===== src/hdl/edge_directed_pixel_upscaler_2x_defines.svh =====
// Assertion macros shared by the upscaler modules.
`ifndef EDGE_DIRECTED_PIXEL_UPSCALER_2X_DEFINES_SVH
`define EDGE_DIRECTED_PIXEL_UPSCALER_2X_DEFINES_SVH

`ifndef SYNTHESIS
// Implication checked on every rising clock edge outside reset.
`define EDU2X_ASSERT_IMPL(lbl, ck, rn, ante, cons, msg) \
  lbl: assert property (@(posedge ck) disable iff (!rn) (ante) |-> (cons)) else $error(msg);
// Condition that must never hold outside reset.
`define EDU2X_ASSERT_NEVER(lbl, ck, rn, cond, msg) \
  lbl: assert property (@(posedge ck) disable iff (!rn) !(cond)) else $error(msg);
`else
`define EDU2X_ASSERT_IMPL(lbl, ck, rn, ante, cons, msg)
`define EDU2X_ASSERT_NEVER(lbl, ck, rn, cond, msg)
`endif

`endif


===== src/hdl/edu2x_pkg.sv =====
// Shared types, constants and pixel functions of the 2x upscaler.
package edu2x_pkg;

  localparam int MAX_WIDTH_DEF = 2048;
  localparam int LINE_COUNT    = 3;
  localparam int MAX_HEIGHT    = 2048;
  localparam int ROW_W         = 11;
  localparam int COLQ_W        = 13;
  localparam int QDEPTH        = 4;
  localparam int QPTR_W        = 2;
  localparam int QCNT_W        = 3;
  localparam int PEND_W        = 3;
  localparam int THRK_W        = 19;

  // Configuration register indexes
  localparam logic [1:0] REG_WIDTH  = 2'd0;
  localparam logic [1:0] REG_HEIGHT = 2'd1;
  localparam logic [1:0] REG_THRESH = 2'd2;

  typedef logic [1:0]  slot_t;
  typedef logic [31:0] pixel_t;

  // One queued input: its position, line slot and which positions it completes
  typedef struct packed {
    logic [COLQ_W-1:0] x;
    logic [ROW_W-1:0]  y;
    slot_t             slot;
    logic [2:0]        mask;
  } entry_t;

  function automatic slot_t slot_dec(input slot_t s);
    return (s == 2'd0) ? 2'd2 : s - 2'd1;
  endfunction

  function automatic slot_t slot_inc(input slot_t s);
    return (s == 2'd2) ? 2'd0 : s + 2'd1;
  endfunction

  // Weighted luma distance below threshold
  function automatic logic alike(input pixel_t p, input pixel_t q,
                                 input logic [THRK_W-1:0] thrk);
    logic signed [20:0] dr;
    logic signed [20:0] dg;
    logic signed [20:0] db;
    logic signed [20:0] s;
    logic [20:0] mag;
    dr  = 21'(signed'({1'b0, p[7:0]})) - 21'(signed'({1'b0, q[7:0]}));
    dg  = 21'(signed'({1'b0, p[15:8]})) - 21'(signed'({1'b0, q[15:8]}));
    db  = 21'(signed'({1'b0, p[23:16]})) - 21'(signed'({1'b0, q[23:16]}));
    s   = dr * 21'sd299 + dg * 21'sd587 + db * 21'sd114;
    mag = s[20] ? 21'(-s) : 21'(s);
    return mag < 21'(thrk);
  endfunction

  // Per-channel floor average
  function automatic pixel_t mix(input pixel_t a, input pixel_t b);
    pixel_t r;
    logic [8:0] sum;
    r = '0;
    for (int k = 0; k < 4; k++) begin
      sum = {1'b0, a[8*k +: 8]} + {1'b0, b[8*k +: 8]};
      r[8*k +: 8] = sum[8:1];
    end
    return r;
  endfunction

endpackage


===== src/hdl/edu2x_front.sv =====
// Front part: accepts source pixels, writes the line store, queues work.
`include "edge_directed_pixel_upscaler_2x_defines.svh"
module edu2x_front #(
  parameter int MAX_WIDTH = edu2x_pkg::MAX_WIDTH_DEF
) (
  input  logic                                                 clk,
  input  logic                                                 rst_n,
  input  logic                                                 restart,
  input  logic [$clog2(MAX_WIDTH+1)-1:0]                       weff,
  input  logic [11:0]                                          heff,
  input  logic                                                 in_tvalid,
  output logic                                                 in_tready,
  input  logic [31:0]                                          in_tdata,
  input  logic                                                 q_full,
  output logic                                                 q_push,
  output edu2x_pkg::entry_t                                    q_entry,
  input  logic                                                 retire,
  output logic                                                 ram_we,
  output logic [$clog2(edu2x_pkg::LINE_COUNT*MAX_WIDTH)-1:0]   ram_waddr,
  output logic [31:0]                                          ram_wdata
);
  import edu2x_pkg::*;

  localparam int CW = $clog2(MAX_WIDTH);
  localparam int WB = $clog2(MAX_WIDTH+1);
  localparam int AW = $clog2(LINE_COUNT*MAX_WIDTH);
  localparam int CMPW = WB + PEND_W;

  logic [CW-1:0]     col_r, col_nxt;
  logic [ROW_W-1:0]  row_r, row_nxt;
  slot_t             slot_r, slot_nxt;
  logic [PEND_W-1:0] pend_r, pend_nxt;
  logic              accept;
  logic              last_col;
  logic              last_row;
  logic              room;
  logic [AW-1:0]     base;

  assign last_col = (WB'(col_r) == weff - 1'b1);
  assign last_row = (12'(row_r) == heff - 12'd1);

  // Keep a line of distance to unread data; start a frame only when drained
  assign room = (CMPW'(pend_r) < CMPW'(weff)) &&
                (!((col_r == '0) && (row_r == '0)) || (pend_r == '0));
  assign in_tready = !q_full && room;
  assign accept    = in_tvalid && in_tready;

  // Queue one entry per accepted pixel
  assign q_push        = accept;
  assign q_entry.x     = COLQ_W'(col_r);
  assign q_entry.y     = row_r;
  assign q_entry.slot  = slot_r;
  assign q_entry.mask  = {last_row && last_col,
                          last_row && (col_r != '0),
                          row_r != '0};

  // Line store write
  always_comb begin
    case (slot_r)
      2'd0:    base = '0;
      2'd1:    base = AW'(MAX_WIDTH);
      default: base = AW'(2*MAX_WIDTH);
    endcase
  end
  assign ram_we    = accept;
  assign ram_waddr = base + AW'(col_r);
  assign ram_wdata = in_tdata;

  // Advance raster position and outstanding count
  always_comb begin
    col_nxt  = col_r;
    row_nxt  = row_r;
    slot_nxt = slot_r;
    pend_nxt = pend_r + PEND_W'(accept) - PEND_W'(retire);
    if (restart) begin
      col_nxt  = '0;
      row_nxt  = '0;
      slot_nxt = '0;
    end else if (accept) begin
      if (last_col) begin
        col_nxt = '0;
        if (last_row) begin
          row_nxt  = '0;
          slot_nxt = '0;
        end else begin
          row_nxt  = row_r + 1'b1;
          slot_nxt = slot_inc(slot_r);
        end
      end else begin
        col_nxt = col_r + 1'b1;
      end
    end
  end

  always_ff @(posedge clk) begin
    if (!rst_n) begin
      col_r  <= '0;
      row_r  <= '0;
      slot_r <= '0;
      pend_r <= '0;
    end else begin
      col_r  <= col_nxt;
      row_r  <= row_nxt;
      slot_r <= slot_nxt;
      pend_r <= pend_nxt;
    end
  end

  `EDU2X_ASSERT_NEVER(a_pend_bound, clk, rst_n, pend_r > PEND_W'(QDEPTH + 1),
                      "outstanding count beyond queue and fetch")

endmodule


===== config.mk =====
export PLATFORM = sky130hd
export DESIGN_NAME = edu2x_front
export DESIGN_NICKNAME = d
export VERILOG_FILES = /design/src/hdl/edu2x_pkg.sv /design/src/hdl/edu2x_front.sv
export VERILOG_INCLUDE_DIRS = /design/src /design/src/hdl
export SDC_FILE = /design/constraint.sdc
export NUM_CORES = 1
export LEC_CHECK = 0
export ABC_AREA = 1
export ABC_CLOCK_PERIOD_IN_PS = 3300
export BUFFER_PORTS_ARGS = -buffer_cell sky130_fd_sc_hd__buf_2
export CORE_ASPECT_RATIO = 2
export CORE_MARGIN = 5
export CORE_UTILIZATION = 45
export CTS_CLUSTER_DIAMETER = 50
export DETAILED_ROUTE_END_ITERATION = 8
export HOLD_SLACK_MARGIN = 0.12
export PLACE_DENSITY = 0.85
export SLEW_MARGIN = 10
export SYNTH_ARGS = -nofsm -noshare
export SYNTH_HDL_FRONTEND = slang
export SYNTH_SLANG_ARGS = --single-unit

===== constraint.sdc =====
create_clock -name clk -period 3.3 [get_ports clk]
set_input_delay 0.165 -clock clk [delete_from_list [all_inputs] [get_ports clk]]
set_output_delay 0.165 -clock clk [all_outputs]
set_load 0.02 [all_outputs]

==> results.toml <==
[drt]
wl_met3_um = 505
drc = 0
wire_per_inst_um = 13.79
routed-wl-met2_um = 5168
met1Wirelength_um = 3179
wl_um = 9545
drt_pass1_iterations = 5
drtAntennaViolNets = 0
vias = 3524
drt_iter0_markers = 168
viasPerCell = 5.092
top_layer = "met4"

[layout]
drive_gt1_frac = 0.1650
layout_common_cells = "178 x nand2_1, 77 x inv_1, 75 x nor2_1"
multi_input_area_sq_um = 2064
final_common_cell = "nand2_1"
n_fill_cell = 783
area_growth_pct = 5.911
nNetsFinal = 674
seqCellArea_sq_um = 540.5
num_antenna_cells = 0

[logic_synthesis]
synth_area_per_cell_sq_um = 5.705
yosys.area.top_type_share = 0.2037
synthTopCellsByArea = "nand2_1 20%, dfxtp_1 16%, buf_4 11%, inv_1 8.8%, nor2_1 8.6%"
synth_seq_area_share = 0.1648
netlist_area_sq_um = 3281
synth_warnings = 0
synth_cell_types = 29
synth.largest_area_cell = "nand2_1"
ys_ff_latch = 27
synthCells = 575

[global_routing]
first_global_vias = 3588
groute.usage.overall = 0.2161
grt_max_degree = 21
grt_pass1_wl_um = 16090
grt-ovfl-total = 0
antenna_found_initial = 0

[cts]
path_clk_slew_ns = 0.07
clockBufferDepth = 2
cts_resized = 0
htreeDepth = 1
clkLatencyLatePin_ns = 0.27
root_buffer = "clkbuf_16"
cts-buffers-inserted = 3
cts_tree = "done"
cts.sinks = 27

[sta]
tns_ns = 0
finalHoldViolCount = 0
min_period_ns = 2.453
setup_violations = 0
clock.fmax_mhz = 407.6
tightest_slew_ns = 0.6022
fin_ws_ns = 0.8466
timing.final.crit_share = 0.7435
skew_ns = 0.004655
slew_violations = 0
holdWs_ns = 0.2719
rsz0062_at_grt = "false"
max-slew-margin-rel = 0.5949

[setup_path]
critPathArrivalTime_ns = 2.29
max_stage_delay_ns = 0.48
start_kind = "flip-flop"
cp_slowest_cell = "dfxtp_1"
critical_path_required_ns = 3.13
cp_common_cell = "nand2_1"
worstPathCellList = "inv_1, nand2_1, nand2_1, inv_1, nand2_1, nand2_1, nand2_2, nor2_1, nand2_1, nor3_1, buf_2"
path_max_fanout = 8
worstSetupPathType = "reg -> out"
r2r_cells = 11
cp-end-kind = "primary output"

[die]
io_pins = 139
die_w_um = 70.38
start_util = 0.4549
num_rows = 44
die_height_um = 130.8
dieArea_sq_um = 9202
core_area_sq_um = 7212

[power_and_ir_drop]
ir_drop_mv = 0.2342
power.density_nw_per_um2 = 274.5
leakage_nw = 1.813

[placed_design]
io_buffers = 72
place_ws_ns = 0.9836
globalplace.congestion = 0.9767
hpwl_um = 7899

[hold_path]
hold-path-cell-count = 4
hp-class = "in -> reg"

[job]
drv_cap = 0

[status]
status = "complete, no violations"
## cells by family (layout without fill, tap and decap cells)
logic type      Yosys count  after routing  share of synthesized area
compound gates           27             27                    0.04119
simple gates            350            350                     0.4722
other cells               1              2                   0.001143
xor+xnor                 26             26                    0.06941
buf+inv                 133            157                     0.2071
flops                    27             27                     0.1648
fa+ha+maj                11             11                    0.04424
## sequential cells by signal, indices dropped and copies added, names as in the netlist
| signal | cells |
|---|---|
| row_r | 11 |
| pend_r | 3 |
| slot_r | 2 |
| col_r | 11 |
## per-stage QoR
step	cells	util	cell area, sq um	total power [W]
floorplan	576	-	3284	0.0006408
global placement	687	0.4693	3385	0.0006651
detailed placement	687	0.4693	3385	0.0006729
CTS	692	0.4818	3475	0.0009579
global route	692	0.4818	3475	0.001018
finish	692	0.4818	3475	0.0009536
## timing repair
action,CTS,global route
hold endpoints to repair,1,0
setup endpoints to repair,0,0
hold buffers,1,0
setup buffers,0,0
## layout make-up
| class | count | share of cell area |
|---|---|---|
| Clock buffer | 3 | 0.02161 |
| Clock inverter | 1 | 0.001440 |
| Inverter | 79 | 0.08534 |
| Multi-Input combinational cell | 416 | 0.5942 |
| Sequential cell | 27 | 0.1556 |
| Tap cell | 92 | 0.03313 |
| Timing Repair Buffer | 74 | 0.1088 |
## Yosys cell counts
master	n
nand3_2	1
nand4_1	9
buf_4	46
a21oi_1	18
nor2_1	75
xnor2_1	10
nand2_2	4
and2_1	2
nor4_1	1
nor2_4	6
clkbuf_2	2
fa_1	1
nor2_2	4
conb_1	1
xor2_1	16
inv_2	2
nor3_1	14
clkbuf_1	2
nand2_1	178
inv_1	77
nor2_8	1
nand3_4	1
nand3b_1	6
dfxtp_1	27
ha_1	10
nand3_1	45
buf_2	4
or2_2	3
o21ai_0	9
## worst max-delay path: cells and delay by family (launching register included)
| kind | cells | cell delay, ns |
|---|---|---|
| flip-flops | 1 | 0.48 |
| AND/OR/NAND/NOR | 8 | 1.07 |
| buffers and inverters | 3 | 0.48 |
## metal layers
layer,track usage,up-vias
li1,-,1774
met1,0.1939,1555
met2,0.4287,140
met3,0.03063,55
met4,0.1524,0
met5,0,-
## power breakdown
part           internal [W]  total (W)  switching [W]  leakage (nW)
combinational      0.000109   0.000304       0.000195          1.55
clock              0.000164   0.000287       0.000123        0.0409
sequential         0.000342   0.000363      0.0000206         0.218
total              0.000615   0.000954       0.000338          1.81
## path summary, 6_finish.rpt
path | slack (ns) | endpoint | from
worst max-delay path | 0.85 | q_entry[2] | col_r[6]
worst max register to register | 1.03 | row_r[6] | col_r[0]
worst min-delay path | 0.27 | col_r[4] | restart
worst min register to register | 0.52 | slot_r[0] | slot_r[0]
No activity file was read; power rests on OpenSTA's default activity.
