$ cat config.mk
export PLATFORM = sky130hd
export DESIGN_NAME = edu2x_queue
export DESIGN_NICKNAME = d
export VERILOG_FILES = /design/src/hdl/edu2x_pkg.sv /design/src/hdl/edu2x_queue.sv
export VERILOG_INCLUDE_DIRS = /design/src /design/src/hdl
export SDC_FILE = /design/constraint.sdc
export NUM_CORES = 1
export LEC_CHECK = 0
export BUFFER_PORTS_ARGS = -buffer_cell sky130_fd_sc_hd__buf_2
export CORE_UTILIZATION = 30
export CTS_BUF_LIST = sky130_fd_sc_hd__clkbuf_16
export DETAILED_ROUTE_END_ITERATION = 8
export GPL_TIMING_DRIVEN = 0
export PLACE_DENSITY = 0.48
export SYNTH_ARGS = -nofsm -noshare
export SYNTH_HDL_FRONTEND = slang
export SYNTH_SLANG_ARGS = --single-unit
$ cat constraint.sdc
create_clock -name clk -period 2.33 [get_ports clk]
set_clock_uncertainty 0.15 [all_clocks]
set_input_delay 0.3495 -clock clk [delete_from_list [all_inputs] [get_ports clk]]
set_output_delay 0.3495 -clock clk [all_outputs]
set_load 0.01 [all_outputs]
$ cat src/hdl/edge_directed_pixel_upscaler_2x_defines.svh
// Assertion macros shared by the upscaler modules.
`ifndef EDGE_DIRECTED_PIXEL_UPSCALER_2X_DEFINES_SVH
`define EDGE_DIRECTED_PIXEL_UPSCALER_2X_DEFINES_SVH

`ifndef SYNTHESIS
// Implication checked on every rising clock edge outside reset.
`define EDU2X_ASSERT_IMPL(lbl, ck, rn, ante, cons, msg) \
  lbl: assert property (@(posedge ck) disable iff (!rn) (ante) |-> (cons)) else $error(msg);
// Condition that must never hold outside reset.
`define EDU2X_ASSERT_NEVER(lbl, ck, rn, cond, msg) \
  lbl: assert property (@(posedge ck) disable iff (!rn) !(cond)) else $error(msg);
`else
`define EDU2X_ASSERT_IMPL(lbl, ck, rn, ante, cons, msg)
`define EDU2X_ASSERT_NEVER(lbl, ck, rn, cond, msg)
`endif

`endif

$ cat src/hdl/edu2x_pkg.sv
// Shared types, constants and pixel functions of the 2x upscaler.
package edu2x_pkg;

  localparam int MAX_WIDTH_DEF = 2048;
  localparam int LINE_COUNT    = 3;
  localparam int MAX_HEIGHT    = 2048;
  localparam int ROW_W         = 11;
  localparam int COLQ_W        = 13;
  localparam int QDEPTH        = 4;
  localparam int QPTR_W        = 2;
  localparam int QCNT_W        = 3;
  localparam int PEND_W        = 3;
  localparam int THRK_W        = 19;

  // Configuration register indexes
  localparam logic [1:0] REG_WIDTH  = 2'd0;
  localparam logic [1:0] REG_HEIGHT = 2'd1;
  localparam logic [1:0] REG_THRESH = 2'd2;

  typedef logic [1:0]  slot_t;
  typedef logic [31:0] pixel_t;

  // One queued input: its position, line slot and which positions it completes
  typedef struct packed {
    logic [COLQ_W-1:0] x;
    logic [ROW_W-1:0]  y;
    slot_t             slot;
    logic [2:0]        mask;
  } entry_t;

  function automatic slot_t slot_dec(input slot_t s);
    return (s == 2'd0) ? 2'd2 : s - 2'd1;
  endfunction

  function automatic slot_t slot_inc(input slot_t s);
    return (s == 2'd2) ? 2'd0 : s + 2'd1;
  endfunction

  // Weighted luma distance below threshold
  function automatic logic alike(input pixel_t p, input pixel_t q,
                                 input logic [THRK_W-1:0] thrk);
    logic signed [20:0] dr;
    logic signed [20:0] dg;
    logic signed [20:0] db;
    logic signed [20:0] s;
    logic [20:0] mag;
    dr  = 21'(signed'({1'b0, p[7:0]})) - 21'(signed'({1'b0, q[7:0]}));
    dg  = 21'(signed'({1'b0, p[15:8]})) - 21'(signed'({1'b0, q[15:8]}));
    db  = 21'(signed'({1'b0, p[23:16]})) - 21'(signed'({1'b0, q[23:16]}));
    s   = dr * 21'sd299 + dg * 21'sd587 + db * 21'sd114;
    mag = s[20] ? 21'(-s) : 21'(s);
    return mag < 21'(thrk);
  endfunction

  // Per-channel floor average
  function automatic pixel_t mix(input pixel_t a, input pixel_t b);
    pixel_t r;
    logic [8:0] sum;
    r = '0;
    for (int k = 0; k < 4; k++) begin
      sum = {1'b0, a[8*k +: 8]} + {1'b0, b[8*k +: 8]};
      r[8*k +: 8] = sum[8:1];
    end
    return r;
  endfunction

endpackage

$ cat src/hdl/edu2x_queue.sv
// Short command queue between the front and back parts.
`include "edge_directed_pixel_upscaler_2x_defines.svh"
module edu2x_queue (
  input  logic              clk,
  input  logic              rst_n,
  input  logic              push,
  input  edu2x_pkg::entry_t push_data,
  output logic              full,
  input  logic              pop,
  output edu2x_pkg::entry_t pop_data,
  output logic              empty
);
  import edu2x_pkg::*;

  entry_t              slots [QDEPTH];
  logic [QPTR_W-1:0]   wr_ptr_r, wr_ptr_nxt;
  logic [QPTR_W-1:0]   rd_ptr_r, rd_ptr_nxt;
  logic [QCNT_W-1:0]   cnt_r, cnt_nxt;

  assign full     = (cnt_r == QCNT_W'(QDEPTH));
  assign empty    = (cnt_r == '0);
  assign pop_data = slots[rd_ptr_r];

  // Advance pointers and fill count
  always_comb begin
    wr_ptr_nxt = push ? wr_ptr_r + 1'b1 : wr_ptr_r;
    rd_ptr_nxt = pop ? rd_ptr_r + 1'b1 : rd_ptr_r;
    cnt_nxt    = cnt_r;
    if (push && !pop) begin
      cnt_nxt = cnt_r + 1'b1;
    end else if (pop && !push) begin
      cnt_nxt = cnt_r - 1'b1;
    end
  end

  always_ff @(posedge clk) begin
    if (!rst_n) begin
      wr_ptr_r <= '0;
      rd_ptr_r <= '0;
      cnt_r    <= '0;
    end else begin
      wr_ptr_r <= wr_ptr_nxt;
      rd_ptr_r <= rd_ptr_nxt;
      cnt_r    <= cnt_nxt;
    end
  end

  // Store the pushed entry
  always_ff @(posedge clk) begin
    if (push) begin
      slots[wr_ptr_r] <= push_data;
    end
  end

  `EDU2X_ASSERT_IMPL(a_no_push_full, clk, rst_n, push, !full, "push into full queue")
  `EDU2X_ASSERT_IMPL(a_no_pop_empty, clk, rst_n, pop, !empty, "pop from empty queue")

endmodule

==> impl.org, run 1 <==
** Outcome
- Run status :: finished, final reports clean

** GRT
- Total global-route track usage :: 11.8%
- Initial antenna violation count :: 0
- The number of global-route vias before repair was 2486.
- For this run the aggregate overflow at the end of global routing stands at 0.
- Entering global routing, the biggest net connects 30 pins.
- Global-route wire length before repair :: 13400 µm

** Detailed routing
- Sum of routed wire segments on met1 :: 3980 µm
- Number of remaining DRC errors :: 0
- Summed over all nets, wire length on met2 after detailed routing comes to 3870 µm.
- Met3 layer wire length in the routed design :: 377 µm
- Vias per inst :: 4.48
- The count of nets left with antenna violations once routing finished came out at 0.
- The final layout contains routed wiring with a total length of 8430 µm.
- TritonRoute pass-1 iters :: 4
- Average detailed-routed wire length per instance :: 16.6 µm
- After the first detailed-routing iteration, the DRC count stood at 119.
- In this run the top signal layer used is met4.
- Number of vias in the routed layout :: 2274

** Clock network
- TritonCTS built the clock tree.
- The clock passes through at most 2 buffers.
- Clock slew at reported path FFs :: 0.05 ns
- In this run, CTS created clock tree buffers numbering 17.
- Clock latency of the later-clocked register in the worst-skew pair :: 0.41 ns
- Clock root buffer :: clkbuf_16
- Number of sinks on the clock net :: 125
- The H-tree generated during clock tree synthesis spans 4 levels.

** Timing
- Setup violations remaining at the end of the flow were counted as 0.
- RSZ-0062 raised after global routing :: no
- Worst relative slew slack :: 42.8%
- Minimum hold slack :: 0.0263 ns
- Post-layout min period :: 2.20 ns
- Final Hold Viols :: 0
- Of the available clock period, the critical path in the final layout requires 94.3%.
- Slew at the pin closest to its max-slew limit :: 0.859 ns
- Fin. max-slew vios :: 0
- For this run, the top clock speed supported by timing is 455 MHz.

** Cells and area
- Highest-count cells in the layout ignoring fill and taps :: edfxtp_1, buf_2, mux4_2, dlygate4sd3_1, clkbuf_16
- Once layout is complete, the cells apart from fillers number 508.
- In the final layout, the share of cells above drive strength 1 is 41.6%.
- Design area :: 6130 µm²
- Relative to the synthesized area, the layout overhead comes to 32.2%.
- Count of nets after finishing :: 346
- The library cell used most frequently in the layout, excluding fill and tap cells, is edfxtp_1.
- The repair_antennas step left the layout with diodes totalling 0.

** Floorplan
- Row count :: 45
- For this configuration, the core starts out at a cell density of 30.6%.
- The floorplan step set the die width to 126 µm.
- For this design the top-level I/O count stands at 64.
- The die covers 16000 µm².
- The die is 126 µm tall.
- Area of the core :: 15100 µm²

** Logic synthesis
- Post-Syn Nets :: 233
- The largest total area in the synthesized netlist belongs to edfxtp_1.
- Number of unique standard cell types used by synthesis :: 23
- The share of synthesized area in the top cell type comes to 75.1%.
- The Yosys step of the flow raised 0 warnings.
- In the synthesized netlist, the number of instances is 194.
- In this run the cell area of the synthesized design comes to 4640 µm².
- Sequential element share of the synthesized area :: 79.0%
- After synthesis, the mean cell area works out to 23.9 µm².
- In the post-synthesis netlist, the biggest area contributors are edfxtp_1, mux4_2, dfxtp_1.
- In this run, synthesis produced a sequential element count of 125.

** Worst setup path
- Setup slack on the worst reg-to-reg path comes out at 0.50 ns.
- In this run the critical register-to-register path is launched from wr_ptr_r[0]$_SDFFE_PN0P_.
- STA classifies the critical path startpoint as a register.
- Data on the critical path is required at its endpoint by 1.83 ns.
- The worst setup path is captured at a primary output.
- Worst-path fanout max :: 10
- Class of the most critical setup path :: reg2out
- STA puts the critical path data arrival time at 1.70 ns.

** Min path
- Type of the tightest min-delay check :: in2reg
- The worst hold path begins at push_data[18].

** Placement
- Routability-driven placement finished with a final weighted congestion of 0.629.
- DP Cell Count :: 445
- Dpl cell area :: 5190 µm²
- During placement, the flow inserted port buffers numbering 63.
- The HPWL after detailed placement is 4820 µm.

** Power and ir drop
- Static power due to leakage :: 2.15 nW
- VDD sags by at most 493 µV.
- Power spread over the standard cell area amounts to 952 nW/µm².

** Run
- Across the run, the number of max-cap violations was 0.
routing by layer:
layer / GRT usage, % / vias to the layer above
li1: - / 1036
met1: 14.9 / 1157
met2: 17.6 / 64
met3: 4.05 / 17
met4: 7.02 / 0
met5: 0 / -
sequential cells by signal, indices dropped and copies added, names as in the netlist, named ones only:
register	flops
cnt_r	3
rd_ptr_r	2
slots	116
wr_ptr_r	2
final cells by class:
type	instances	area, µm²
fill	1369	9010
sequential	125	3660
multi-input combinational	59	912
timing repair buffer	94	631
clock buffer	17	425
tap	188	235
clock inverter	15	178
buffer	6	71.3
inverter	4	15.0
cells in the mapped netlist, drive strengths merged:
cell    instances
nor2b           2
nor3b           1
mux4           29
mux2i           2
dfxtp           9
clkbuf          1
or3             1
edfxtp        116
a21boi          1
xnor2           2
xor2            3
ha              5
inv             4
nor3            1
fa              1
buf             5
o21ai           1
nand2           1
and2            9
worst max-delay path, cell delays in order, from the launching register on:
cell     delay, ns
dfxtp_2       0.35
buf_12        0.12
buf_12        0.14
mux4_2        0.51
buf_2         0.15
what timing repair did:
item                                   CTS  global route
buffers inserted                         3             0
endpoints found under the hold margin  112             0
hold buffers                            28             0
resized for setup                        5             2
setup endpoints to repair               20             9
cells by family (layout without fill, tap and decap cells):
kind of cell | after synthesis | count (layout) | share of synthesized area [%]
muxes | 31 | 31 | 14.6
and+or+nand+nor | 15 | 15 | 1.97
buffers and inverters | 10 | 136 | 1.46
AOI/OAI and AO/OA | 2 | 2 | 0.270
adders and majority gates | 6 | 6 | 1.78
xor gates and xnor gates | 5 | 5 | 0.944
DFF | 125 | 125 | 79.0
power by group:
part / leakage, nW / internal, mW / switching (mW)
Clock: 0.288 / 1.76 / 0.903
Combinational: 0.717 / 0.286 / 0.273
Sequential: 1.14 / 2.58 / 0.0358
Total: 2.15 / 4.63 / 1.21
worst paths after layout:
path,end,cells after the start
worst max-delay path,pop_data[5],4
worst min-delay path,slots[0][18]$_DFFE_PP_,1
worst max register to register,slots[2][10]$_DFFE_PP_,3
worst min register to register,cnt_r[2]$_SDFFE_PN0P_,2
per-stage QoR:
step | setup WS [ns] | utilization [%] | setup TNS [ns] | power [mW]
2_1_floorplan | 0.529 | - | 0 | 2.96
3_3_place_gp | -0.136 | 34.3 | -14.13 | 3.17
3_5_place_dp | 0.303 | 34.3 | 0 | 3.18
4_1_cts | 0.0117 | 40.5 | 0 | 5.92
5_1_grt | 0.0304 | 40.5 | 0 | 6.06
6_report | 0.132 | 40.5 | 0 | 5.84
No activity file was read; power rests on OpenSTA's default activity.
==> run 2: changes to the inputs <==
- HOLD_SLACK_MARGIN: default -> 0.15
- clock period: 2.33 -> 2.4 ns (I/O delays scaled with it)
==> run 2 against run 1 <==
Net effect: final cell count down 0.20%; total power down 3.1%; die area unchanged.
==> impl.org, run 2 (same netlist as run 1, synthesis figures left out) <==
** Outcome
- The run finished with clean final reports.

** Timing
- The transition at the pin with the smallest max-transition slack is 0.868 ns (+0.00912 ns).
- The remaining max-slew budget at the tightest pin was 42.2% (-0.61 points).
- The number of failing hold endpoints at the final stage is 0 (unchanged).
- The minimum hold slack is 0.173 ns (+0.147 ns).
- Final Worst Setup Slack :: 0.112 ns (-0.0195 ns)
- The worst path needs 2.29 ns of the cycle, external delays included.
- The worst path uses 95.3% of the clock period.
- The number of pins with negative max-slew slack in the final report was 0 (unchanged).
- The total negative setup slack came to 0 ns (unchanged).
- Final setup violating endpoints :: 0 (unchanged)
- Static timing analysis puts the maximum clock frequency at 437 MHz.
- RSZ-0062 raised after global routing :: no

** Run
- Total of max-cap violations :: 0 (unchanged)

** Placement
- Placed wire-length estimate after detailed placement :: 4820 µm (unchanged)
- The total of buffers placed on input and output ports came to 63 (unchanged).
- The post-placement setup slack was 0.363 ns (+0.0595 ns).
- RD Place Congestion :: 0.629 (unchanged)

** GRT
- Global-route wire length before repair :: 13400 µm (-0.36%)
- The global-route usage over all layers came to 11.8% (-0.028 points).
- Total gr overflow :: 0 (unchanged)
- Vias in the first global route :: 2476 (-0.40%)
- The number of antenna violations at the first check in global routing is 0 (unchanged).
- The largest net degree at the start of global routing is 30 (unchanged).

** Worst setup path
- Class of the most critical setup path :: reg2out
- The endpoint required time on the critical path came to 1.89 ns (+0.06 ns).
- The depth of the worst register-to-register path was 3 (unchanged).
- Reg-to-reg setup timing slack :: 0.57 ns (+0.07 ns)
- STA classifies the critical path endpoint as a primary output.
- Worst-path fanout max :: 10 (unchanged)
- Crit path arrival time :: 1.78 ns (+0.08 ns)
- Startpoint type of the worst setup path :: register

** Cells and area
- Leaving out fill and tap cells, the most frequent cells in the layout are edfxtp_1, buf_2, dlygate4sd3_1.
- In the final layout, the registers with the most flip-flops are slots: 116 flops, cnt_r: 3 flops.
- The number of antenna cells inserted came to 0 (unchanged).
- Fraction of final layout cells with drive strength greater than 1 :: 40.4% (-1.1 points)
- The flip-flop count of the largest register, all copies and words added is 116 (unchanged).
- Top register by number of flip-flops :: slots
- Core occupancy in the finished layout :: 40.3% (-0.15 points)
- Filler instances :: 1365 (-0.29%)
- Leaving out fill and tap cells, the most frequent cell in the layout is edfxtp_1.
- The net count of the finished layout was 345 (-0.29%).
- Post-synthesis to final-layout area growth :: 31.7%

** Power and ir drop
- The switching component of the power was 1.17 mW (-3.1%).
- Fraction of power spent switching nets :: 20.8% (about the same)
- Peak ir drop on the vdd network :: 478 µV (-3.0%)
- The share of total power in the clock network is 45.7% (about the same).
- The internal power summed over all cells was 4.48 mW (-3.1%).
- The sequential cell fraction of total power came to 44.9% (about the same).
- Static power due to leakage :: 2.13 nW (-0.53%)
- Power share of the combinational group :: 9.4% (-0.2 points)
- The power density over the cells was 926 nW/µm² (-2.8%).

** Clock network
- The total clock buffers created by CTS is 17 (unchanged).
- Number of sinks on the clock net :: 125 (unchanged)
- Clock slew at reported path FFs :: 0.06 ns (about the same)
- Clock latency of the later-clocked register in the worst-skew pair :: 0.41 ns (about the same)
- CTS HTree Levels :: 4 (unchanged)
- TritonCTS built the clock tree.
- Post-CTS setup buffers :: 0 (-3)
- The largest buffer count on any clock path came to 2 (unchanged).
- Clock tree synthesis selected as its root buffer the cell clkbuf_16.

** Min path
- The tightest min-delay check is of the in2reg type.
- Number of cells on the worst hold path :: 3 (+2)

** Floorplan
- Starting utilization of the core area :: 30.6% (unchanged)
- The floorplan die width is 126 µm (unchanged).
- The die outline area came to 16000 µm² (unchanged).
- Area of the core :: 15100 µm² (unchanged)
- Row count :: 45 (unchanged)
- The die height is 126 µm (unchanged).
- The number of placed I/O pins is 64 (unchanged).

** Detailed routing
- Number of vias in the routed layout :: 2263 (-0.48%)
- The iteration-0 DRC count of the detailed router was 123 (+3.4%).
- Average detailed-routed wire length per instance :: 16.6 µm (about the same)
- The residual DRC count came to 0 (unchanged).
- Routed wire length :: 8420 µm (-0.17%)
- The first-pass iteration count of the detailed router came to 4 (unchanged).
- The mean number of vias per cell came to 4.46 (-0.29%).
- The remaining antenna violation count came to 0 (unchanged).
[run 2: changes by cell type in the layout (fill, tap and decap cells not counted), sizes merged]
cell	previous run	this run
buf	70	68
clkbuf	19	18
dlygate4sd3	28	30
[run 2: timing repair]
item / CTS / global route
resized for setup: 2 / 2
setup endpoints to repair: 17 / 4
endpoints found under the hold margin: 125 / 0
hold buffers: 30 / 0
[run 2: worst paths after layout]
kind / start / to
worst min register to register: cnt_r[2]$_SDFFE_PN0P_ / cnt_r[2]$_SDFFE_PN0P_
worst max register to register: wr_ptr_r[0]$_SDFFE_PN0P_ / slots[2][10]$_DFFE_PP_
worst min-delay path: push / wr_ptr_r[1]$_SDFFE_PN0P_
worst max-delay path: register / pop_data[5]
[run 2: power groups by stage]
stage,registers [mW],clock network (mW),logic (mW)
after CTS,2.54,2.65,0.546
after detailed placement,2.58,0,0.504
after global placement,2.58,0,0.495
after global routing,2.55,2.73,0.588
after floorplan,2.57,0,0.304
final,2.54,2.59,0.531
[run 2: final cells by class]
type	count	area, µm²	area share, %
multi-input combinational	59	912	14.9
clock buffer	17	425	6.96
buffer	6	65.1	1.06
inverter	4	15.0	0.246
tap	188	235	3.85
timing repair buffer	93	616	10.1
clock inverter	15	178	2.91
sequential	125	3660	60.0
[run 2: per-stage QoR]
stage                     area, µm²  power, mW  std cells
after floorplan                4640       2.88        194
after global placement         5190       3.07        445
after detailed placement       5190       3.08        445
after CTS                      6100       5.74        507
after global routing           6110       5.87        507
final                          6110       5.65        507
[run 2: critical path: stages (launching register included)]
cell	delay, ns
dfxtp_1	0.37
buf_12	0.17
buf_12	0.16
mux4_2	0.52
buf_2	0.16
[run 2: routing by layer]
metal  vias up  routed length, µm  track usage, %
met5         -                  0               0
met1      1152               4010            14.7
met3        16                357            3.96
li1       1034                  -               -
met4         0                203            7.02
met2        61               3850            17.7
