--- src/hdl/edge_directed_pixel_upscaler_2x_defines.svh ---
// Assertion macros shared by the upscaler modules.
`ifndef EDGE_DIRECTED_PIXEL_UPSCALER_2X_DEFINES_SVH
`define EDGE_DIRECTED_PIXEL_UPSCALER_2X_DEFINES_SVH

`ifndef SYNTHESIS
// Implication checked on every rising clock edge outside reset.
`define EDU2X_ASSERT_IMPL(lbl, ck, rn, ante, cons, msg) \
  lbl: assert property (@(posedge ck) disable iff (!rn) (ante) |-> (cons)) else $error(msg);
// Condition that must never hold outside reset.
`define EDU2X_ASSERT_NEVER(lbl, ck, rn, cond, msg) \
  lbl: assert property (@(posedge ck) disable iff (!rn) !(cond)) else $error(msg);
`else
`define EDU2X_ASSERT_IMPL(lbl, ck, rn, ante, cons, msg)
`define EDU2X_ASSERT_NEVER(lbl, ck, rn, cond, msg)
`endif

`endif

--- src/hdl/edu2x_pkg.sv ---
// Shared types, constants and pixel functions of the 2x upscaler.
package edu2x_pkg;

  localparam int MAX_WIDTH_DEF = 2048;
  localparam int LINE_COUNT    = 3;
  localparam int MAX_HEIGHT    = 2048;
  localparam int ROW_W         = 11;
  localparam int COLQ_W        = 13;
  localparam int QDEPTH        = 4;
  localparam int QPTR_W        = 2;
  localparam int QCNT_W        = 3;
  localparam int PEND_W        = 3;
  localparam int THRK_W        = 19;

  // Configuration register indexes
  localparam logic [1:0] REG_WIDTH  = 2'd0;
  localparam logic [1:0] REG_HEIGHT = 2'd1;
  localparam logic [1:0] REG_THRESH = 2'd2;

  typedef logic [1:0]  slot_t;
  typedef logic [31:0] pixel_t;

  // One queued input: its position, line slot and which positions it completes
  typedef struct packed {
    logic [COLQ_W-1:0] x;
    logic [ROW_W-1:0]  y;
    slot_t             slot;
    logic [2:0]        mask;
  } entry_t;

  function automatic slot_t slot_dec(input slot_t s);
    return (s == 2'd0) ? 2'd2 : s - 2'd1;
  endfunction

  function automatic slot_t slot_inc(input slot_t s);
    return (s == 2'd2) ? 2'd0 : s + 2'd1;
  endfunction

  // Weighted luma distance below threshold
  function automatic logic alike(input pixel_t p, input pixel_t q,
                                 input logic [THRK_W-1:0] thrk);
    logic signed [20:0] dr;
    logic signed [20:0] dg;
    logic signed [20:0] db;
    logic signed [20:0] s;
    logic [20:0] mag;
    dr  = 21'(signed'({1'b0, p[7:0]})) - 21'(signed'({1'b0, q[7:0]}));
    dg  = 21'(signed'({1'b0, p[15:8]})) - 21'(signed'({1'b0, q[15:8]}));
    db  = 21'(signed'({1'b0, p[23:16]})) - 21'(signed'({1'b0, q[23:16]}));
    s   = dr * 21'sd299 + dg * 21'sd587 + db * 21'sd114;
    mag = s[20] ? 21'(-s) : 21'(s);
    return mag < 21'(thrk);
  endfunction

  // Per-channel floor average
  function automatic pixel_t mix(input pixel_t a, input pixel_t b);
    pixel_t r;
    logic [8:0] sum;
    r = '0;
    for (int k = 0; k < 4; k++) begin
      sum = {1'b0, a[8*k +: 8]} + {1'b0, b[8*k +: 8]};
      r[8*k +: 8] = sum[8:1];
    end
    return r;
  endfunction

endpackage

--- src/hdl/edu2x_back.sv ---
// Back part: fetches neighbourhoods, blends corners, streams output pixels.
`include "edge_directed_pixel_upscaler_2x_defines.svh"
module edu2x_back #(
  parameter int MAX_WIDTH = edu2x_pkg::MAX_WIDTH_DEF
) (
  input  logic                                                 clk,
  input  logic                                                 rst_n,
  input  logic [$clog2(MAX_WIDTH+1)-1:0]                       weff,
  input  logic [11:0]                                          heff,
  input  logic [8:0]                                           thresh,
  input  logic                                                 q_empty,
  input  edu2x_pkg::entry_t                                    q_data,
  output logic                                                 q_pop,
  output logic                                                 retire,
  output logic                                                 re_a,
  output logic [$clog2(edu2x_pkg::LINE_COUNT*MAX_WIDTH)-1:0]   raddr_a,
  input  logic [31:0]                                          rdata_a,
  output logic                                                 re_b,
  output logic [$clog2(edu2x_pkg::LINE_COUNT*MAX_WIDTH)-1:0]   raddr_b,
  input  logic [31:0]                                          rdata_b,
  output logic                                                 out_tvalid,
  input  logic                                                 out_tready,
  output logic [55:0]                                          out_tdata,  // col, row, R, G, B, A
  output logic                                                 out_tlast
);
  import edu2x_pkg::*;

  localparam int CW = $clog2(MAX_WIDTH);
  localparam int WB = $clog2(MAX_WIDTH+1);
  localparam int AW = $clog2(LINE_COUNT*MAX_WIDTH);
  localparam int OW = CW + 13;

  localparam logic [1:0] PH_EB   = 2'd0;
  localparam logic [1:0] PH_DF   = 2'd1;
  localparam logic [1:0] PH_H    = 2'd2;
  localparam logic [1:0] PH_HAND = 2'd3;

  localparam logic [1:0] POS_ABOVE = 2'd0;
  localparam logic [1:0] POS_LEFT  = 2'd1;
  localparam logic [1:0] POS_SELF  = 2'd2;

  function automatic logic [AW-1:0] addr_of(input slot_t s, input logic [CW-1:0] c);
    logic [AW-1:0] b;
    case (s)
      2'd0:    b = '0;
      2'd1:    b = AW'(MAX_WIDTH);
      default: b = AW'(2*MAX_WIDTH);
    endcase
    return b + AW'(c);
  endfunction

  // Fetch sequencer
  logic              cur_v_r;
  entry_t            cur_r;
  logic [1:0]        pos_r;
  logic [1:0]        phase_r;
  pixel_t            e_r, b_r, d_r, f_r;
  logic [2:0]        rest;
  logic              has_next;
  logic [1:0]        next_pos;
  logic [1:0]        first_pos;
  logic [CW-1:0]     px, x_cur, col_d, col_f;
  logic [ROW_W-1:0]  py;
  slot_t             ps, slot_b, slot_h;
  logic [AW-1:0]     a_e, a_b, a_d, a_f, a_h;

  // Compute and output stages
  logic              s1_v_r, s1_load, s1_free;
  pixel_t            s1_e_r, s1_b_r, s1_d_r, s1_f_r, s1_h_r;
  logic [CW-1:0]     s1_x_r;
  logic [ROW_W-1:0]  s1_y_r;
  logic              s1_last_r;
  logic              s2_v_r, s2_take, s2_load;
  pixel_t            s2_c_r [4];
  logic [CW-1:0]     s2_x_r;
  logic [ROW_W-1:0]  s2_y_r;
  logic              s2_last_r;
  logic [1:0]        cnt_r;
  logic              out_load;
  logic              out_v_r;
  logic [55:0]       out_data_r;
  logic              out_last_r;
  logic [THRK_W-1:0] thrk;
  logic              db, df, bh, bf, fh, dh;
  pixel_t            c0, c1, c2, c3;
  logic [OW-1:0]     col_ext;
  logic [11:0]       row_out;

  // Position order within an entry
  always_comb begin
    first_pos = q_data.mask[0] ? POS_ABOVE : (q_data.mask[1] ? POS_LEFT : POS_SELF);
    case (pos_r)
      POS_ABOVE: rest = {cur_r.mask[2], cur_r.mask[1], 1'b0};
      POS_LEFT:  rest = {cur_r.mask[2], 2'b00};
      default:   rest = 3'b000;
    endcase
    has_next = |rest;
    next_pos = rest[1] ? POS_LEFT : POS_SELF;
  end

  // Position and clamped neighbour addresses
  always_comb begin
    x_cur = CW'(cur_r.x);
    case (pos_r)
      POS_ABOVE: begin
        px = x_cur;
        py = cur_r.y - 1'b1;
        ps = slot_dec(cur_r.slot);
      end
      POS_LEFT: begin
        px = x_cur - 1'b1;
        py = cur_r.y;
        ps = cur_r.slot;
      end
      default: begin
        px = x_cur;
        py = cur_r.y;
        ps = cur_r.slot;
      end
    endcase
    slot_b = (py != '0) ? slot_dec(ps) : ps;
    slot_h = (12'(py) + 12'd1 < heff) ? slot_inc(ps) : ps;
    col_d  = (px != '0) ? px - 1'b1 : px;
    col_f  = (WB'(px) + 1'b1 < weff) ? px + 1'b1 : px;
    a_e    = addr_of(ps, px);
    a_b    = addr_of(slot_b, px);
    a_d    = addr_of(ps, col_d);
    a_f    = addr_of(ps, col_f);
    a_h    = addr_of(slot_h, px);
  end

  // Read issue: E and B, then D and F, then H
  always_comb begin
    re_a    = cur_v_r && (phase_r != PH_HAND);
    re_b    = cur_v_r && ((phase_r == PH_EB) || (phase_r == PH_DF));
    case (phase_r)
      PH_EB:   raddr_a = a_e;
      PH_DF:   raddr_a = a_d;
      default: raddr_a = a_h;
    endcase
    raddr_b = (phase_r == PH_EB) ? a_b : a_f;
  end

  assign s1_free = !s1_v_r || s2_take;
  assign s1_load = cur_v_r && (phase_r == PH_HAND) && s1_free;
  assign q_pop   = !cur_v_r && !q_empty;
  assign retire  = (q_pop && (q_data.mask == 3'b000)) || (s1_load && !has_next);

  always_ff @(posedge clk) begin
    if (!rst_n) begin
      cur_v_r <= 1'b0;
      phase_r <= PH_EB;
      pos_r   <= POS_ABOVE;
    end else if (!cur_v_r) begin
      if (q_pop && (q_data.mask != 3'b000)) begin
        cur_v_r <= 1'b1;
        pos_r   <= first_pos;
        phase_r <= PH_EB;
      end
    end else if (phase_r != PH_HAND) begin
      phase_r <= phase_r + 1'b1;
    end else if (s1_load) begin
      phase_r <= PH_EB;
      if (has_next) begin
        pos_r <= next_pos;
      end else begin
        cur_v_r <= 1'b0;
      end
    end
  end

  // Hold the entry and capture read data
  always_ff @(posedge clk) begin
    if (q_pop) begin
      cur_r <= q_data;
    end
    if (cur_v_r && (phase_r == PH_DF)) begin
      e_r <= rdata_a;
      b_r <= rdata_b;
    end
    if (cur_v_r && (phase_r == PH_H)) begin
      d_r <= rdata_a;
      f_r <= rdata_b;
    end
  end

  // Neighbourhood register
  always_ff @(posedge clk) begin
    if (!rst_n) begin
      s1_v_r <= 1'b0;
    end else if (s1_load) begin
      s1_v_r <= 1'b1;
    end else if (s2_load) begin
      s1_v_r <= 1'b0;
    end
  end

  always_ff @(posedge clk) begin
    if (s1_load) begin
      s1_e_r    <= e_r;
      s1_b_r    <= b_r;
      s1_d_r    <= d_r;
      s1_f_r    <= f_r;
      s1_h_r    <= rdata_a;
      s1_x_r    <= px;
      s1_y_r    <= py;
      s1_last_r <= !has_next;
    end
  end

  // Similarity tests and corner selection
  assign thrk = THRK_W'(thresh) * THRK_W'(1000);
  always_comb begin
    db = alike(s1_d_r, s1_b_r, thrk);
    df = alike(s1_d_r, s1_f_r, thrk);
    bh = alike(s1_b_r, s1_h_r, thrk);
    bf = alike(s1_b_r, s1_f_r, thrk);
    fh = alike(s1_f_r, s1_h_r, thrk);
    dh = alike(s1_d_r, s1_h_r, thrk);
    c0 = (db && !df && !bh) ? mix(s1_d_r, s1_b_r) : s1_e_r;
    c1 = (bf && !db && !fh) ? mix(s1_b_r, s1_f_r) : s1_e_r;
    c2 = (dh && !db && !fh) ? mix(s1_d_r, s1_h_r) : s1_e_r;
    c3 = (fh && !bf && !dh) ? mix(s1_f_r, s1_h_r) : s1_e_r;
  end

  // Corner serializer
  assign out_load = s2_v_r && (!out_v_r || out_tready);
  assign s2_take  = !s2_v_r || (out_load && (cnt_r == 2'd3));
  assign s2_load  = s1_v_r && s2_take;

  always_ff @(posedge clk) begin
    if (!rst_n) begin
      s2_v_r <= 1'b0;
      cnt_r  <= 2'd0;
    end else begin
      if (out_load) begin
        cnt_r <= cnt_r + 1'b1;
      end
      if (s2_load) begin
        s2_v_r <= 1'b1;
      end else if (out_load && (cnt_r == 2'd3)) begin
        s2_v_r <= 1'b0;
      end
    end
  end

  always_ff @(posedge clk) begin
    if (s2_load) begin
      s2_c_r[0] <= c0;
      s2_c_r[1] <= c1;
      s2_c_r[2] <= c2;
      s2_c_r[3] <= c3;
      s2_x_r    <= s1_x_r;
      s2_y_r    <= s1_y_r;
      s2_last_r <= s1_last_r;
    end
  end

  // Output register
  assign col_ext = OW'({s2_x_r, cnt_r[0]});
  assign row_out = {s2_y_r, cnt_r[1]};

  always_ff @(posedge clk) begin
    if (!rst_n) begin
      out_v_r <= 1'b0;
    end else if (out_load) begin
      out_v_r <= 1'b1;
    end else if (out_tready) begin
      out_v_r <= 1'b0;
    end
  end

  always_ff @(posedge clk) begin
    if (out_load) begin
      out_data_r <= {s2_c_r[cnt_r], row_out, col_ext[11:0]};
      out_last_r <= s2_last_r && (cnt_r == 2'd3);
    end
  end

  assign out_tvalid = out_v_r;
  assign out_tdata  = out_data_r;
  assign out_tlast  = out_last_r;

  `EDU2X_ASSERT_IMPL(a_phase_needs_entry, clk, rst_n, phase_r != PH_EB, cur_v_r,
                     "fetch phase active without an entry")
  `EDU2X_ASSERT_IMPL(a_cnt_idle, clk, rst_n, !s2_v_r, cnt_r == 2'd0,
                     "corner counter moved without a position")
  `EDU2X_ASSERT_IMPL(a_retire_once, clk, rst_n, q_pop && (q_data.mask != 3'b000),
                     !retire, "entry retired on load")

endmodule

--- config.mk ---
export PLATFORM = sky130hd
export DESIGN_NAME = edu2x_back
export DESIGN_NICKNAME = d
export VERILOG_FILES = /design/src/hdl/edu2x_pkg.sv /design/src/hdl/edu2x_back.sv
export VERILOG_INCLUDE_DIRS = /design/src /design/src/hdl
export SDC_FILE = /design/constraint.sdc
export NUM_CORES = 2
export LEC_CHECK = 0
export BUFFER_PORTS_ARGS = -buffer_cell sky130_fd_sc_hd__buf_2
export CAP_MARGIN = 20
export CORE_ASPECT_RATIO = 1.5
export CORE_MARGIN = 2
export CORE_UTILIZATION = 65
export CTS_BUF_LIST = sky130_fd_sc_hd__clkbuf_2
export DETAILED_ROUTE_END_ITERATION = 16
export PLACE_DENSITY = 0.83
export SLEW_MARGIN = 20
export SYNTH_ARGS = -nofsm -noshare
export SYNTH_HDL_FRONTEND = slang
export SYNTH_SLANG_ARGS = --single-unit
--- constraint.sdc ---
create_clock -name clk -period 25.3 [get_ports clk]
set_input_delay 2.53 -clock clk [delete_from_list [all_inputs] [get_ports clk]]
set_output_delay 2.53 -clock clk [all_outputs]
set_load 0.005 [all_outputs]
==> results.py <==
metrics = {
    "cts": {
        "cts-resized-gates": 0,
        "path_clk_slew_ns": 0.11,
        "root_buffer": "clkbuf_2",
        "holdBufCountCts": 0,
        "cts_setup_buffers": 0,
        "htreeDepth": 4,
        "cts_buffer_depth": 3,
        "cts_buffers": 134,
        "cts_sinks": 555,
        "cts_tree": "done",
        "clkLatencyLatePin_ns": 1.52,
    },
    "die": {
        "core_um2": 104000,
        "rows": 145,
        "ios": 218,
        "dieArea_um2": 108000,
        "die-width_um": 268,
        "start_util_pct": 65.5,
        "die_height_um": 401,
    },
    "timing": {
        "period_needed_ns": 14.61,
        "grt_setup_unrepaired": "no",
        "worstMarginPinSlew_ns": 1.18,
        "finalSetupTns_ns": 0,
        "finalSetupViolations": 0,
        "final_max_slew_viol_count": 0,
        "slew_headroom_pct": 21.1,
        "finClkSkew_ns": 0.136,
        "hold_viol": 0,
        "min_period_over_period_pct": 57.7,
        "fmax_mhz": 68.5,
    },
    "setup_path": {
        "worstPathArrival_ns": 15.77,
        "cp_max_fo": 32,
        "crit_path_end_kind": "register",
        "critPathKind": "reg2reg",
        "cp_slowest_cell": "nand3_4",
        "startpoint_type": "register",
        "cp_common_cell": "fa_1",
        "slowest_delay_ns": 0.92,
        "required_ns": 26.47,
    },
    "logic_synthesis": {
        "synth_top_family_by_area": "adder cells",
        "async_flop_share_pct": 0,
        "synth_cell_types": 98,
        "ys_ff_latch": 555,
        "syn_inst": 6475,
        "synth_compound_area_share_pct": 8.93,
        "synth_nets": 8547,
        "ys_seq_area_share_pct": 24.3,
        "yosys_most_used_dff": "edfxtp_1",
        "netlist_area_um2": 68200,
        "muxShareOfSynthArea_pct": 3.38,
        "synth_edf_count": 545,
        "yosys_warnings": 0,
        "syn_avg_cell_area_um2": 10.5,
        "synthSimpleGateAreaFrac_pct": 5.94,
        "synthAdderAreaFrac_pct": 41.8,
        "yosys.area_share.xor_xnor_pct": 7.45,
    },
    "final_layout": {
        "final_core_util_pct": 69.6,
        "drive_gt1_share_pct": 9.44,
        "fin_nets": 8899,
        "area_growth_pct": 6.37,
        "layout_common_cells": "inv_1, ha_1, fa_1, edfxtp_1, xnor2_1",
        "mostFrequentLayoutCell": "inv_1",
        "fillers": 7633,
    },
    "route": {
        "firstDrtPassIters": 7,
        "routed_wl_um": 172000,
        "vias_per_cell": 5.76,
        "postRouteAntennaNets": 0,
        "dr.first_iter.drc_count": 2410,
        "wl_per_cell_um": 20.7,
        "drc": 0,
        "vias": 47974,
    },
    "run_status": {
        "status": "complete, no violations",
    },
    "grt": {
        "antenna_found_initial": 17,
        "overflow": 0,
        "grt_max_degree": 145,
        "grt_pass1_vias": 50840,
        "grtUsageTotal_pct": 32.7,
        "grt_pass1_wl_um": 267000,
    },
    "pwr": {
        "powerDensity_nw_per_um2": 42.0,
        "leakagePower_nw": 35.8,
        "ir_drop_mv": 0.128,
    },
    "hold_path": {
        "hold_class": "reg2reg",
    },
    "placed_design": {
        "routabilityCongestion": 0.975,
        "place_hpwl_um": 145000,
        "portBuffers": 215,
    },
    "run": {
        "drv_cap": 0,
    },
}
final timing paths:
| path | cells after the start | slack, ns | startpoint | to |
|---|---|---|---|---|
| setup reg to reg | 45 | 10.69 | s1_b_r[16] | s2_c_r[1][12] |
| setup / recovery | 45 | 10.69 | s1_b_r[16] | s2_c_r[1][12] |
| hold reg to reg | 0 | 0.39 | e_r[9] | s1_e_r[9] |
| hold / removal | 0 | 0.39 | e_r[9] | s1_e_r[9] |
per-stage QoR:
step	instances	hold slack (ns)	instance area, um^2	total power (W)	setup slack [ns]
after global placement	8087	0.400	71200	0.00237	11.07
after global routing	8327	0.418	72500	0.00321	10.10
after detailed placement	8087	0.405	71200	0.00242	10.96
final	8332	0.393	72500	0.00304	10.69
after floorplan	6475	0.400	68200	0.00188	10.27
after CTS	8322	0.394	72500	0.00304	10.85
per-layer routing:
metal  part of all wire, %  vias to the layer above  GRT usage [%]
met5                 0.058                        -              0
met1                    34                    23285           33.4
met4                   8.9                       14           24.9
met3                   6.5                      610           6.77
li1                      -                    22440              -
met2                    50                     1625           57.8
critical path: cells and delay by family (launching register included):
kind	cells	cell delay, ns
AO/OA/AOI/OAI	11	2.77
multiplexers	2	0.76
flip-flops	1	0.51
AND/OR/NAND/NOR	5	1.79
buffers and inverters	7	0.64
adder cells (fa/ha/maj)	15	5.90
XOR/XNOR	5	1.88
power breakdown:
group / internal, W / total [W] / switching, W
logic: 0.000509 / 0.00139 / 0.000880
registers: 0.00102 / 0.00103 / 0.00000405
clock network: 0.000236 / 0.000626 / 0.000390
flip-flops by register name (all words and copies together), names as in the netlist, 11 cells and up:
register	flops
s1_e_r	32
s1_f_r	32
s1_h_r	32
s2_c_r	128
d_r	32
b_r	32
f_r	32
s1_d_r	32
s2_x_r	11
s2_y_r	11
s1_y_r	11
out_tdata	56
e_r	32
s1_x_r	11
s1_b_r	32
cur_r	26
cells by family (layout without fill, tap and decap cells):
kind of cell,count (synthesis),in the layout
buffers and inverters,1471,1922
AOI/OAI and AO/OA,941,941
DFF,555,555
xor gates and xnor gates,573,573
and+or+nand+nor,825,825
muxes,168,168
other,0,10
adders and majority gates,1942,1942
synth_stat cells, drive strengths merged, types with 32 or more instances:
| library cell | instances | area share [%] |
|---|---|---|
| a21o | 129 | 1.4 |
| a21oi | 313 | 2.3 |
| clkbuf | 32 | 0.18 |
| edfxtp | 545 | 24 |
| fa | 561 | 16 |
| ha | 1381 | 25 |
| inv | 1420 | 7.8 |
| mux2 | 109 | 1.9 |
| mux4 | 32 | 1.1 |
| nand2 | 154 | 0.85 |
| nand2b | 54 | 0.50 |
| nand3 | 33 | 0.26 |
| nand4 | 32 | 0.29 |
| nor2 | 305 | 1.7 |
| nor2b | 40 | 0.37 |
| nor3 | 56 | 0.43 |
| o21a | 41 | 0.45 |
| o21ai | 151 | 1.1 |
| o21bai | 130 | 1.4 |
| xnor2 | 363 | 4.7 |
| xor2 | 208 | 2.7 |
layout make-up:
type,count,area (um^2),area share (%)
Clock inverter,45,342,0.471
Timing Repair Buffer,267,1480,2.04
Sequential cell,555,16600,22.8
Multi-Input combinational cell,4449,46100,63.5
Tap cell,1396,1750,2.41
Inverter,1420,5330,7.35
Clock buffer,190,951,1.31
Antenna cell,10,25.0,0.0345
No activity file was read; power rests on OpenSTA's default activity.
